<file path="src/rtl/lfst_pkg.sv">
`default_nettype none

package lfst_pkg;

  // Table geometry.
  localparam int SLOTS       = 64;
  localparam int BLOCK_SLOTS = 16;

  // Field widths.
  localparam int IDX_W  = $clog2(SLOTS);
  localparam int CNT_W  = $clog2(SLOTS + 1);
  localparam int SUM_W  = CNT_W + $clog2(BLOCK_SLOTS + 1);
  localparam int VAL_W  = 32;
  localparam int CMD_W  = 3;
  localparam int STAT_W = 3;

  // Command codes.
  typedef enum logic [CMD_W-1:0] {
    CMD_ADD        = 3'd0,
    CMD_ADD_UNIQUE = 3'd1,
    CMD_DEL_INDEX  = 3'd2,
    CMD_DEL_VALUE  = 3'd3,
    CMD_READ       = 3'd4,
    CMD_SWAP       = 3'd5,
    CMD_CONTAINS   = 3'd6,
    CMD_NEXT       = 3'd7
  } cmd_t;

  // Result status codes.
  typedef enum logic [STAT_W-1:0] {
    STAT_OK         = 3'd0,
    STAT_FULL       = 3'd1,
    STAT_NOT_FOUND  = 3'd2,
    STAT_DUPLICATE  = 3'd3,
    STAT_BAD_INDEX  = 3'd4,
    STAT_ZERO_VALUE = 3'd5
  } status_t;

  // Control of the slot store by the sequencer.
  typedef struct packed {
    logic             we;
    logic [IDX_W-1:0] waddr;
    logic [VAL_W-1:0] wdata;
    logic             wvalid;
    logic             clear;
    logic [IDX_W-1:0] raddr;
  } store_ctl_t;

endpackage

`default_nettype wire

</file>
<file path="src/rtl/lfst_in_if.sv">
`default_nettype none

// Command channel of the slot table.
interface lfst_in_if;
  logic                       valid;
  logic                       ready;
  logic [lfst_pkg::CMD_W-1:0] command;
  logic [lfst_pkg::VAL_W-1:0] value;
  logic [lfst_pkg::IDX_W-1:0] index_a;
  logic [lfst_pkg::IDX_W-1:0] index_b;

  modport source (output valid, command, value, index_a, index_b, input ready);
  modport sink   (input valid, command, value, index_a, index_b, output ready);
endinterface

`default_nettype wire

</file>
<file path="src/rtl/lfst_out_if.sv">
`default_nettype none

// Result channel of the slot table.
interface lfst_out_if;
  logic                        valid;
  logic                        ready;
  logic [lfst_pkg::STAT_W-1:0] status;
  logic [lfst_pkg::VAL_W-1:0]  result_value;
  logic [lfst_pkg::IDX_W-1:0]  result_index;
  logic [lfst_pkg::CNT_W-1:0]  occupied_count;
  logic [lfst_pkg::CNT_W-1:0]  extent;

  modport source (output valid, status, result_value, result_index, occupied_count, extent,
                  input ready);
  modport sink   (input valid, status, result_value, result_index, occupied_count, extent,
                  output ready);
endinterface

`default_nettype wire

</file>
<file path="src/rtl/lfst_store.sv">
`default_nettype none

// Slot store: a one-write, one-read memory of values with a flip-flop
// occupied flag per slot. An unoccupied slot reads as empty whatever the
// memory holds, so reset and the clear on last delete act at once.
module lfst_store (
  input  wire                        clk,
  input  wire                        rst,
  input  wire lfst_pkg::store_ctl_t  ctl,
  input  wire [lfst_pkg::IDX_W-1:0]  probe_addr,
  output logic                       probe_valid,
  output logic [lfst_pkg::VAL_W-1:0] q_data,
  output logic                       q_valid
);
  import lfst_pkg::*;

  logic [VAL_W-1:0] mem [SLOTS];
  logic [SLOTS-1:0] occ;

  // Occupied flags, looked up directly by the free-slot scan.
  assign probe_valid = occ[probe_addr];

  // Value memory with a registered read port.
  always_ff @(posedge clk) begin
    if (ctl.we) begin
      mem[ctl.waddr] <= ctl.wdata;
    end
    q_data <= mem[ctl.raddr];
  end

  // Occupied flags and their registered copy for the read port.
  always_ff @(posedge clk) begin
    if (rst) begin
      occ     <= '0;
      q_valid <= 1'b0;
    end else begin
      q_valid <= occ[ctl.raddr];
      if (ctl.clear) begin
        occ <= '0;
      end else if (ctl.we) begin
        occ[ctl.waddr] <= ctl.wvalid;
      end
    end
  end

endmodule

`default_nettype wire

</file>
<file path="src/rtl/lowest_free_slot_table_core.sv">
// A rejected command goes straight to the result stage; read and del_index read slot
// index_a, swap exchanges slots index_a and index_b, and add probes the occupied flags
// upward from slot 0. Contains, next_occupied and del_value search the extent, and
// add_unique searches it and then looks for a free slot. A stalled result holds the block
// until it leaves. One command at a time, ready again as the result is presented. Reset is
// synchronous; it clears the occupied flags at once, with no clearing pass.
`default_nettype none

module lowest_free_slot_table_core (
  input  wire        clk,
  input  wire        rst,
  lfst_in_if.sink    in_ch,
  lfst_out_if.source out_ch
);
  import lfst_pkg::*;

  typedef enum logic [2:0] {
    S_IDLE, S_FREE, S_SCAN, S_RDA, S_RDB, S_WRB, S_DEL, S_DONE
  } state_t;

  state_t           state;
  cmd_t             cmd_r;
  logic [VAL_W-1:0] val_r;
  logic [IDX_W-1:0] a_r;
  logic [IDX_W-1:0] b_r;
  logic [CNT_W-1:0] idx;
  logic             rd_live;
  logic [IDX_W-1:0] rd_idx;
  logic [CNT_W-1:0] count;
  logic [CNT_W-1:0] extent;
  logic [VAL_W-1:0] qa;
  logic             qa_v;
  status_t          res_status;
  logic [VAL_W-1:0] res_value;
  logic [IDX_W-1:0] res_index;

  logic             out_valid;
  status_t          out_status;
  logic [VAL_W-1:0] out_value;
  logic [IDX_W-1:0] out_index;
  logic [CNT_W-1:0] out_count;
  logic [CNT_W-1:0] out_extent;

  store_ctl_t       ctl;
  logic             probe_valid;
  logic [VAL_W-1:0] q_data;
  logic             q_valid;

  cmd_t             in_cmd;
  logic             in_zero;
  logic             a_out;
  logic             b_out;
  logic             hit;
  logic             issue_ok;
  logic [SUM_W-1:0] ext_sum;
  logic [CNT_W-1:0] ext_grown;

  lfst_store u_store (
    .clk         (clk),
    .rst         (rst),
    .ctl         (ctl),
    .probe_addr  (idx[IDX_W-1:0]),
    .probe_valid (probe_valid),
    .q_data      (q_data),
    .q_valid     (q_valid)
  );

  // Handshake and result ports.
  assign in_ch.ready           = (state == S_IDLE);
  assign out_ch.valid          = out_valid;
  assign out_ch.status         = out_status;
  assign out_ch.result_value   = out_value;
  assign out_ch.result_index   = out_index;
  assign out_ch.occupied_count = out_count;
  assign out_ch.extent         = out_extent;

  // Decode of the incoming command.
  assign in_cmd  = cmd_t'(in_ch.command);
  assign in_zero = (in_ch.value == '0);
  assign a_out   = (CNT_W'(in_ch.index_a) >= extent);
  assign b_out   = (CNT_W'(in_ch.index_b) >= extent);

  // Shared compare: the slot read last cycle against the search key, or any occupied slot for next_occupied.
  assign hit      = rd_live && q_valid && ((cmd_r == CMD_NEXT) || (q_data == val_r));
  assign issue_ok = (idx < extent);

  // Extent after a block is added, capped at the table size.
  assign ext_sum   = SUM_W'(extent) + SUM_W'(BLOCK_SLOTS);
  assign ext_grown = (ext_sum > SUM_W'(SLOTS)) ? CNT_W'(SLOTS) : ext_sum[CNT_W-1:0];

  // Store read address and write port, chosen by the sequencer state.
  always_comb begin
    ctl        = '0;
    ctl.raddr  = idx[IDX_W-1:0];
    ctl.waddr  = idx[IDX_W-1:0];
    ctl.wdata  = val_r;
    ctl.wvalid = 1'b1;
    case (state)
      S_IDLE: begin
        ctl.raddr = in_ch.index_a;
      end
      S_FREE: begin
        ctl.we = !probe_valid;
      end
      S_RDA: begin
        ctl.raddr = b_r;
      end
      S_RDB: begin
        ctl.raddr  = b_r;
        ctl.we     = 1'b1;
        ctl.waddr  = a_r;
        ctl.wdata  = q_data;
        ctl.wvalid = q_valid;
      end
      S_WRB: begin
        ctl.we     = 1'b1;
        ctl.waddr  = b_r;
        ctl.wdata  = qa;
        ctl.wvalid = qa_v;
      end
      S_DEL: begin
        ctl.we     = 1'b1;
        ctl.waddr  = res_index;
        ctl.wvalid = 1'b0;
        ctl.clear  = (count == CNT_W'(1));
      end
      default: begin
        ctl.raddr = idx[IDX_W-1:0];
      end
    endcase
  end

  // Sequencer, table counters and output register.
  always_ff @(posedge clk) begin
    if (rst) begin
      state     <= S_IDLE;
      out_valid <= 1'b0;
      count     <= '0;
      extent    <= '0;
      rd_live   <= 1'b0;
    end else begin
      // The result register empties once its transaction is taken, unless a new one loads.
      if (out_valid && out_ch.ready && (state != S_DONE)) begin
        out_valid <= 1'b0;
      end
      case (state)
        // Accept a transaction and screen out the cases that need no slot visit.
        S_IDLE: begin
          if (in_ch.valid) begin
            cmd_r     <= in_cmd;
            val_r     <= in_ch.value;
            a_r       <= in_ch.index_a;
            b_r       <= in_ch.index_b;
            res_value <= '0;
            res_index <= '0;
            idx       <= (in_cmd == CMD_NEXT) ? CNT_W'(in_ch.index_a) : '0;
            rd_live   <= 1'b0;
            case (in_cmd)
              CMD_ADD: begin
                if (in_zero) begin
                  res_status <= STAT_ZERO_VALUE;
                  state      <= S_DONE;
                end else begin
                  res_status <= STAT_NOT_FOUND;
                  state      <= S_FREE;
                end
              end
              CMD_ADD_UNIQUE, CMD_DEL_VALUE, CMD_CONTAINS: begin
                if (in_zero) begin
                  res_status <= STAT_ZERO_VALUE;
                  state      <= S_DONE;
                end else begin
                  res_status <= STAT_NOT_FOUND;
                  state      <= S_SCAN;
                end
              end
              CMD_DEL_INDEX, CMD_READ: begin
                if (a_out) begin
                  res_status <= STAT_BAD_INDEX;
                  state      <= S_DONE;
                end else begin
                  res_status <= STAT_NOT_FOUND;
                  state      <= S_RDA;
                end
              end
              CMD_SWAP: begin
                if (a_out || b_out || (in_ch.index_a == in_ch.index_b)) begin
                  res_status <= STAT_BAD_INDEX;
                  state      <= S_DONE;
                end else begin
                  res_status <= STAT_NOT_FOUND;
                  state      <= S_RDA;
                end
              end
              CMD_NEXT: begin
                res_status <= STAT_NOT_FOUND;
                if (a_out) begin
                  state <= S_DONE;
                end else begin
                  state <= S_SCAN;
                end
              end
              default: begin
                res_status <= STAT_NOT_FOUND;
                state      <= S_DONE;
              end
            endcase
          end
        end

        // Lowest free slot: one occupied flag per cycle.
        S_FREE: begin
          if (!probe_valid) begin
            if (idx >= extent) begin
              extent <= ext_grown;
            end
            count      <= count + CNT_W'(1);
            res_status <= STAT_OK;
            res_value  <= val_r;
            res_index  <= idx[IDX_W-1:0];
            state      <= S_DONE;
          end else if (idx == CNT_W'(SLOTS - 1)) begin
            res_status <= STAT_FULL;
            state      <= S_DONE;
          end else begin
            idx <= idx + CNT_W'(1);
          end
        end

        // Search inside the extent: issue one read per cycle and compare the
        // slot read in the cycle before.
        S_SCAN: begin
          if (hit) begin
            res_value <= q_data;
            res_index <= rd_idx;
            case (cmd_r)
              CMD_ADD_UNIQUE: begin
                res_status <= STAT_DUPLICATE;
                state      <= S_DONE;
              end
              CMD_DEL_VALUE: begin
                res_status <= STAT_OK;
                state      <= S_DEL;
              end
              default: begin
                res_status <= STAT_OK;
                state      <= S_DONE;
              end
            endcase
          end else if (issue_ok) begin
            rd_live <= 1'b1;
            rd_idx  <= idx[IDX_W-1:0];
            idx     <= idx + CNT_W'(1);
          end else if (cmd_r == CMD_ADD_UNIQUE) begin
            idx     <= '0;
            rd_live <= 1'b0;
            state   <= S_FREE;
          end else begin
            state <= S_DONE;
          end
        end

        // Slot index_a has been read.
        S_RDA: begin
          if (cmd_r == CMD_SWAP) begin
            qa    <= q_data;
            qa_v  <= q_valid;
            state <= S_RDB;
          end else if (!q_valid) begin
            state <= S_DONE;
          end else begin
            res_status <= STAT_OK;
            res_value  <= q_data;
            res_index  <= a_r;
            state      <= (cmd_r == CMD_DEL_INDEX) ? S_DEL : S_DONE;
          end
        end

        // Swap: slot index_b lands in index_a during this cycle.
        S_RDB: begin
          state <= S_WRB;
        end

        // Swap: the saved index_a contents land in index_b.
        S_WRB: begin
          res_status <= STAT_OK;
          res_index  <= a_r;
          state      <= S_DONE;
        end

        // Delete the slot in res_index; the last delete empties the table.
        S_DEL: begin
          count <= count - CNT_W'(1);
          if (count == CNT_W'(1)) begin
            extent <= '0;
          end
          state <= S_DONE;
        end

        // Hand the result over once the output register is free.
        S_DONE: begin
          if (!out_valid || out_ch.ready) begin
            out_valid  <= 1'b1;
            out_status <= res_status;
            out_value  <= res_value;
            out_index  <= res_index;
            out_count  <= count;
            out_extent <= extent;
            state      <= S_IDLE;
          end
        end

        default: begin
          state <= S_IDLE;
        end
      endcase
    end
  end

endmodule

`default_nettype wire

</file>
<file path="src/flat_wrapper.sv">
// flat-port wrapper written by rule: the top's interface ports become plain ports
module lowest_free_slot_table_core_flat import lfst_pkg::*;
  (clk, rst, in_ch_valid, in_ch_command, in_ch_value, in_ch_index_a, in_ch_index_b, in_ch_ready, out_ch_valid, out_ch_status, out_ch_result_value, out_ch_result_index, out_ch_occupied_count, out_ch_extent, out_ch_ready);
  lfst_in_if in_ch_i ();
  lfst_out_if out_ch_i ();
  input  wire clk;
  input  wire rst;
  input wire logic [$bits(in_ch_i.valid)-1:0] in_ch_valid;
  input wire logic [$bits(in_ch_i.command)-1:0] in_ch_command;
  input wire logic [$bits(in_ch_i.value)-1:0] in_ch_value;
  input wire logic [$bits(in_ch_i.index_a)-1:0] in_ch_index_a;
  input wire logic [$bits(in_ch_i.index_b)-1:0] in_ch_index_b;
  output wire logic [$bits(in_ch_i.ready)-1:0] in_ch_ready;
  output wire logic [$bits(out_ch_i.valid)-1:0] out_ch_valid;
  output wire logic [$bits(out_ch_i.status)-1:0] out_ch_status;
  output wire logic [$bits(out_ch_i.result_value)-1:0] out_ch_result_value;
  output wire logic [$bits(out_ch_i.result_index)-1:0] out_ch_result_index;
  output wire logic [$bits(out_ch_i.occupied_count)-1:0] out_ch_occupied_count;
  output wire logic [$bits(out_ch_i.extent)-1:0] out_ch_extent;
  input wire logic [$bits(out_ch_i.ready)-1:0] out_ch_ready;
  assign in_ch_i.valid = in_ch_valid;
  assign in_ch_i.command = in_ch_command;
  assign in_ch_i.value = in_ch_value;
  assign in_ch_i.index_a = in_ch_index_a;
  assign in_ch_i.index_b = in_ch_index_b;
  assign in_ch_ready = in_ch_i.ready;
  assign out_ch_valid = out_ch_i.valid;
  assign out_ch_status = out_ch_i.status;
  assign out_ch_result_value = out_ch_i.result_value;
  assign out_ch_result_index = out_ch_i.result_index;
  assign out_ch_occupied_count = out_ch_i.occupied_count;
  assign out_ch_extent = out_ch_i.extent;
  assign out_ch_i.ready = out_ch_ready;
  lowest_free_slot_table_core u_core (.clk(clk), .rst(rst), .in_ch(in_ch_i), .out_ch(out_ch_i));
endmodule
</file>
<file path="config.mk">
export PLATFORM = sky130hd
export DESIGN_NAME = lowest_free_slot_table_core_flat
export DESIGN_NICKNAME = d
export VERILOG_FILES = /design/src/rtl/lfst_pkg.sv /design/src/rtl/lfst_in_if.sv /design/src/rtl/lfst_out_if.sv /design/src/rtl/lfst_store.sv /design/src/rtl/lowest_free_slot_table_core.sv /design/src/flat_wrapper.sv
export SDC_FILE = /design/constraint.sdc
export NUM_CORES = 2
export LEC_CHECK = 0
export ABC_AREA = 1
export CAP_MARGIN = 20
export CORE_ASPECT_RATIO = 0.7
export CORE_UTILIZATION = 55
export CTS_CLUSTER_DIAMETER = 80
export CTS_CLUSTER_SIZE = 8
export DETAILED_ROUTE_END_ITERATION = 12
export DONT_BUFFER_PORTS = 1
export PLACE_DENSITY_LB_ADDON = 0.05
export SYNTH_ARGS = -nofsm -noshare
export SYNTH_HDL_FRONTEND = slang
export SYNTH_SLANG_ARGS = --single-unit
</file>
<file path="constraint.sdc">
create_clock -name clk -period 7.3 [get_ports clk]
set_clock_uncertainty 0.2 [all_clocks]
set_input_delay 1.46 -clock clk [delete_from_list [all_inputs] [get_ports clk]]
set_output_delay 1.46 -clock clk [all_outputs]
set_load 0.02 [all_outputs]
</file>
==> metrics.csv <==
metric,value,unit
critical-path maximum fanout,29,
leftover overflow at the end of global routing,0,
share of synthesized flip-flops with an asynchronous set or reset,0,%
max-capacitance violation count,0,
router iterations before antenna repair,6,
CTS Hold Buffers Added,0,
ratio of final minimum period to clock period,74.1,%
Critical Path Start Type,flop,
final-report hold violation count,0,
total number of cells along the worst setup path,13,
master cell of the clock root buffer,sky130_fd_sc_hd__clkbuf_16,
Final #Nets,8257,
top-level port count,108,
CTS buffer count,343,
post-synthesis cell type count,46,
category of the critical setup timing path,reg2reg,
Worst path top cell family by delay,simple AND/OR/NAND/NOR gates,
post-CTS setup-driven buffer insertion count,0,
number of vias in the routed layout,65000,
Total Power Consumption,55700,uW
peak supply drop,0.725,mV
routed length per instance,26.9,um
required arrival time at the worst endpoint,7.63,ns
leading cell types by count after synthesis,"sky130_fd_sc_hd__edfxtp_1, sky130_fd_sc_hd__nand2_1, sky130_fd_sc_hd__inv_1, sky130_fd_sc_hd__nand3_1, sky130_fd_sc_hd__o211ai_1",
vias in the first global route,60900,
CTS tree,yes,
clock sink total,2345,
fmax,0.185,GHz
PwrDens,504,nW/um2
"EDFF count, synth",2233,
CTS max path bufs,4,
detailed-route wire length,286000,um
list of cells traversed by the critical path,"nor2_1, o21ai_1, o21ai_0, inv_1, nand3_1, nand3_1, nand3_1, nand2_1, nand2_2, nand2_4, nand4_1, nor2_4, buf_4",
half-perimeter wire length after placement,157000,um
ratio of cells with drive above 1 in the final layout,8.21,%
Area contributors post-synth,"sky130_fd_sc_hd__edfxtp_1, sky130_fd_sc_hd__o211ai_1, sky130_fd_sc_hd__nand3_1, sky130_fd_sc_hd__nand2_1, sky130_fd_sc_hd__inv_1",
Lkg Pwr,0.0395,uW
Critical Path Sink Type,flop,
worst hold slack after final layout,0.177,ns
FF-to-FF Start,u_core.idx[1]$_DFFE_PP_,
flip-flop and latch count after synthesis,2345,
average via count per standard cell,6.09,
clock-pin slew on the worst setup and hold paths,0.05,ns
Finished Core Util,62.5,%
most numerous cell in the Yosys netlist,sky130_fd_sc_hd__edfxtp_1,
final setup fails,0,
Clock Latency Late Sink,0.94,ns
summed instance area of the synthesized netlist,97900,um2
Antenna Violating Nets Remaining,0,
number of antenna violations at the first check in global routing,5,
CTS H-tree depth,5,
cell taking the most area after synthesis,sky130_fd_sc_hd__edfxtp_1,
initial standard-cell utilization of the core,55.4,%
synthesized area per cell,11.9,um2
arrival time of the worst setup path,5.74,ns
share of Yosys cell area claimed by the top area cell type,68.5,%
minimum period implied by the final worst setup slack,5.41,ns
instance count after placement with tap cells included,10200,
delay of the slowest critical-path stage,0.91,ns
critical path's slowest cell,sky130_fd_sc_hd__nor2_4,
global-route wire length before repair,417000,um
height of the die,355,um
"Top FF cell, synth",sky130_fd_sc_hd__edfxtp_1,
die area,180000,um2
total routing resource utilization after global routing,31.7,%
max-slew headroom at the worst pin,25.2,%
worst min-delay path class,reg2reg,
core region area,177000,um2
Worst R2R Path Depth,13,
Worst Setup EP,u_core.u_store.mem[3][9]$_DFFE_PP_,
outcome,finished clean,
post-route non-filler standard cell count,10700,
pin count of the biggest net entering global routing,236,
CP dominant cell by count,sky130_fd_sc_hd__nand3_1,
RR Endpoint,u_core.u_store.mem[3][9]$_DFFE_PP_,
Layout area overhead,12.8,%
global placement routability congestion,0.977,
sum of buffers and inverters on the critical path,2,
quantity of gates resized following cts,0,
number of remaining DRC errors,0,
worst reg-to-reg setup slack,1.89,ns
count of warnings emitted by yosys,0,
sequential element share of the synthesized area,70.8,%
die width,506,um
# port buffers,0,
worst setup path start,u_core.idx[1]$_DFFE_PP_,
final slew viol count,0,
1st-iter DRT viols,8720,
Worst Tran Pin Value,1.12,ns
RSZ-0062 raised after global routing,no,
count of mapped cells out of synthesis,8197,
Setup TNS Final,0,ns
number of placement rows,129,
metrics by stage:
stage,setup WS [ns],area [um2]
finish,1.89,110000
global route,1.63,110000
CTS,1.98,110000
detailed placement,1.96,101000
global placement,2.04,101000
floorplan,1.54,97900
how the worst min path moves through the flow:
stage                                                   from                                  endpoint  slack, ns  depth (start not counted)
after global routing      u_core.res_value[26]$_SDFFCE_PN0P_  u_core.out_ch.result_value[26]$_DFFE_PP_       0.18                          0
after floorplan            u_core.res_value[0]$_SDFFCE_PN0P_   u_core.out_ch.result_value[0]$_DFFE_PP_       0.20                          0
final                     u_core.res_value[26]$_SDFFCE_PN0P_  u_core.out_ch.result_value[26]$_DFFE_PP_       0.18                          0
after global placement    u_core.res_value[26]$_SDFFCE_PN0P_  u_core.out_ch.result_value[26]$_DFFE_PP_       0.20                          0
after CTS                 u_core.res_value[27]$_SDFFCE_PN0P_  u_core.out_ch.result_value[27]$_DFFE_PP_       0.17                          0
after detailed placement  u_core.res_value[12]$_SDFFCE_PN0P_  u_core.out_ch.result_value[12]$_DFFE_PP_       0.20                          0
cell usage in the layout, fill, tap and decap left out, types with 6 or more instances in the layout:
cell                        synthesis  routed
sky130_fd_sc_hd__o221ai_4           0      32
sky130_fd_sc_hd__buf_4             27     149
sky130_fd_sc_hd__nor2_2             5       6
sky130_fd_sc_hd__nand2_2            7       7
sky130_fd_sc_hd__xor2_1            17      17
sky130_fd_sc_hd__dfxtp_1          112     112
sky130_fd_sc_hd__edfxtp_1        2233    2233
sky130_fd_sc_hd__nor2_1           456     391
sky130_fd_sc_hd__nand4_1           26      26
sky130_fd_sc_hd__o21a_1             8       8
sky130_fd_sc_hd__inv_1           1033    1031
sky130_fd_sc_hd__a21oi_1           93      90
sky130_fd_sc_hd__ha_1              14      14
sky130_fd_sc_hd__o21ai_1           11      11
sky130_fd_sc_hd__nor3_1            11       8
sky130_fd_sc_hd__o21ai_0          210     210
sky130_fd_sc_hd__nand2_1         1277    1276
sky130_fd_sc_hd__clkbuf_16          0     349
sky130_fd_sc_hd__buf_12             0      27
sky130_fd_sc_hd__nor2_4             3      67
sky130_fd_sc_hd__o22ai_1           41      41
sky130_fd_sc_hd__nand3_1         1033    1033
sky130_fd_sc_hd__clkbuf_1         196      99
sky130_fd_sc_hd__inv_2             13      12
sky130_fd_sc_hd__inv_6              0       6
sky130_fd_sc_hd__o211ai_1        1000    1000
routing by layer:
metal	track usage (%)	share of wire, %
met1	48.3	43
met3	6.18	10
met4	10.5	3.1
met5	0	0.0045
met2	45.8	43
registers in the layout, indices dropped and copies added (netlist names), 6 cells and up:
register,count
u_core.b_r,6
u_core.val_r,32
u_core.rd_idx,6
u_core.qa,32
u_core.u_store.occ,64
u_core.out_ch.occupied_count,7
u_core.count,7
u_core.out_ch.result_index,6
u_core.a_r,6
u_core.res_index,6
u_core.u_store.q_data,32
u_core.u_store.mem,2048
u_core.res_value,32
u_core.idx,7
u_core.out_ch.result_value,32
where the power goes:
group / internal (uW) / switching (uW)
combinational: 6000 / 17900
clock: 8530 / 5410
sequential: 17300 / 522
total: 31800 / 23900
kinds of logic (layout without fill, tap and decap cells):
logic type | Yosys count | after routing | share of synthesized area [%]
AOI/OAI and AO/OA | 1407 | 1407 | 10.0
xor gates and xnor gates | 20 | 20 | 0.179
adders and majority gates | 14 | 14 | 0.179
buffers and inverters | 1581 | 1684 | 6.51
DFF | 2345 | 2345 | 70.8
other | 1 | 6 | 0.00383
and+or+nand+nor | 2829 | 2829 | 12.4
final cells by class:
cell class,count,area [um2]
multi-input cells,4274,23400
inverters,1050,3960
diodes,2,5.00
clock inverters,8,85.1
repair buffers,178,1690
flip-flops and latches,2345,69300
well taps,2358,2950
fillers,13600,66300
clock buffers,448,9100
No activity file was read; power rests on OpenSTA's default activity.
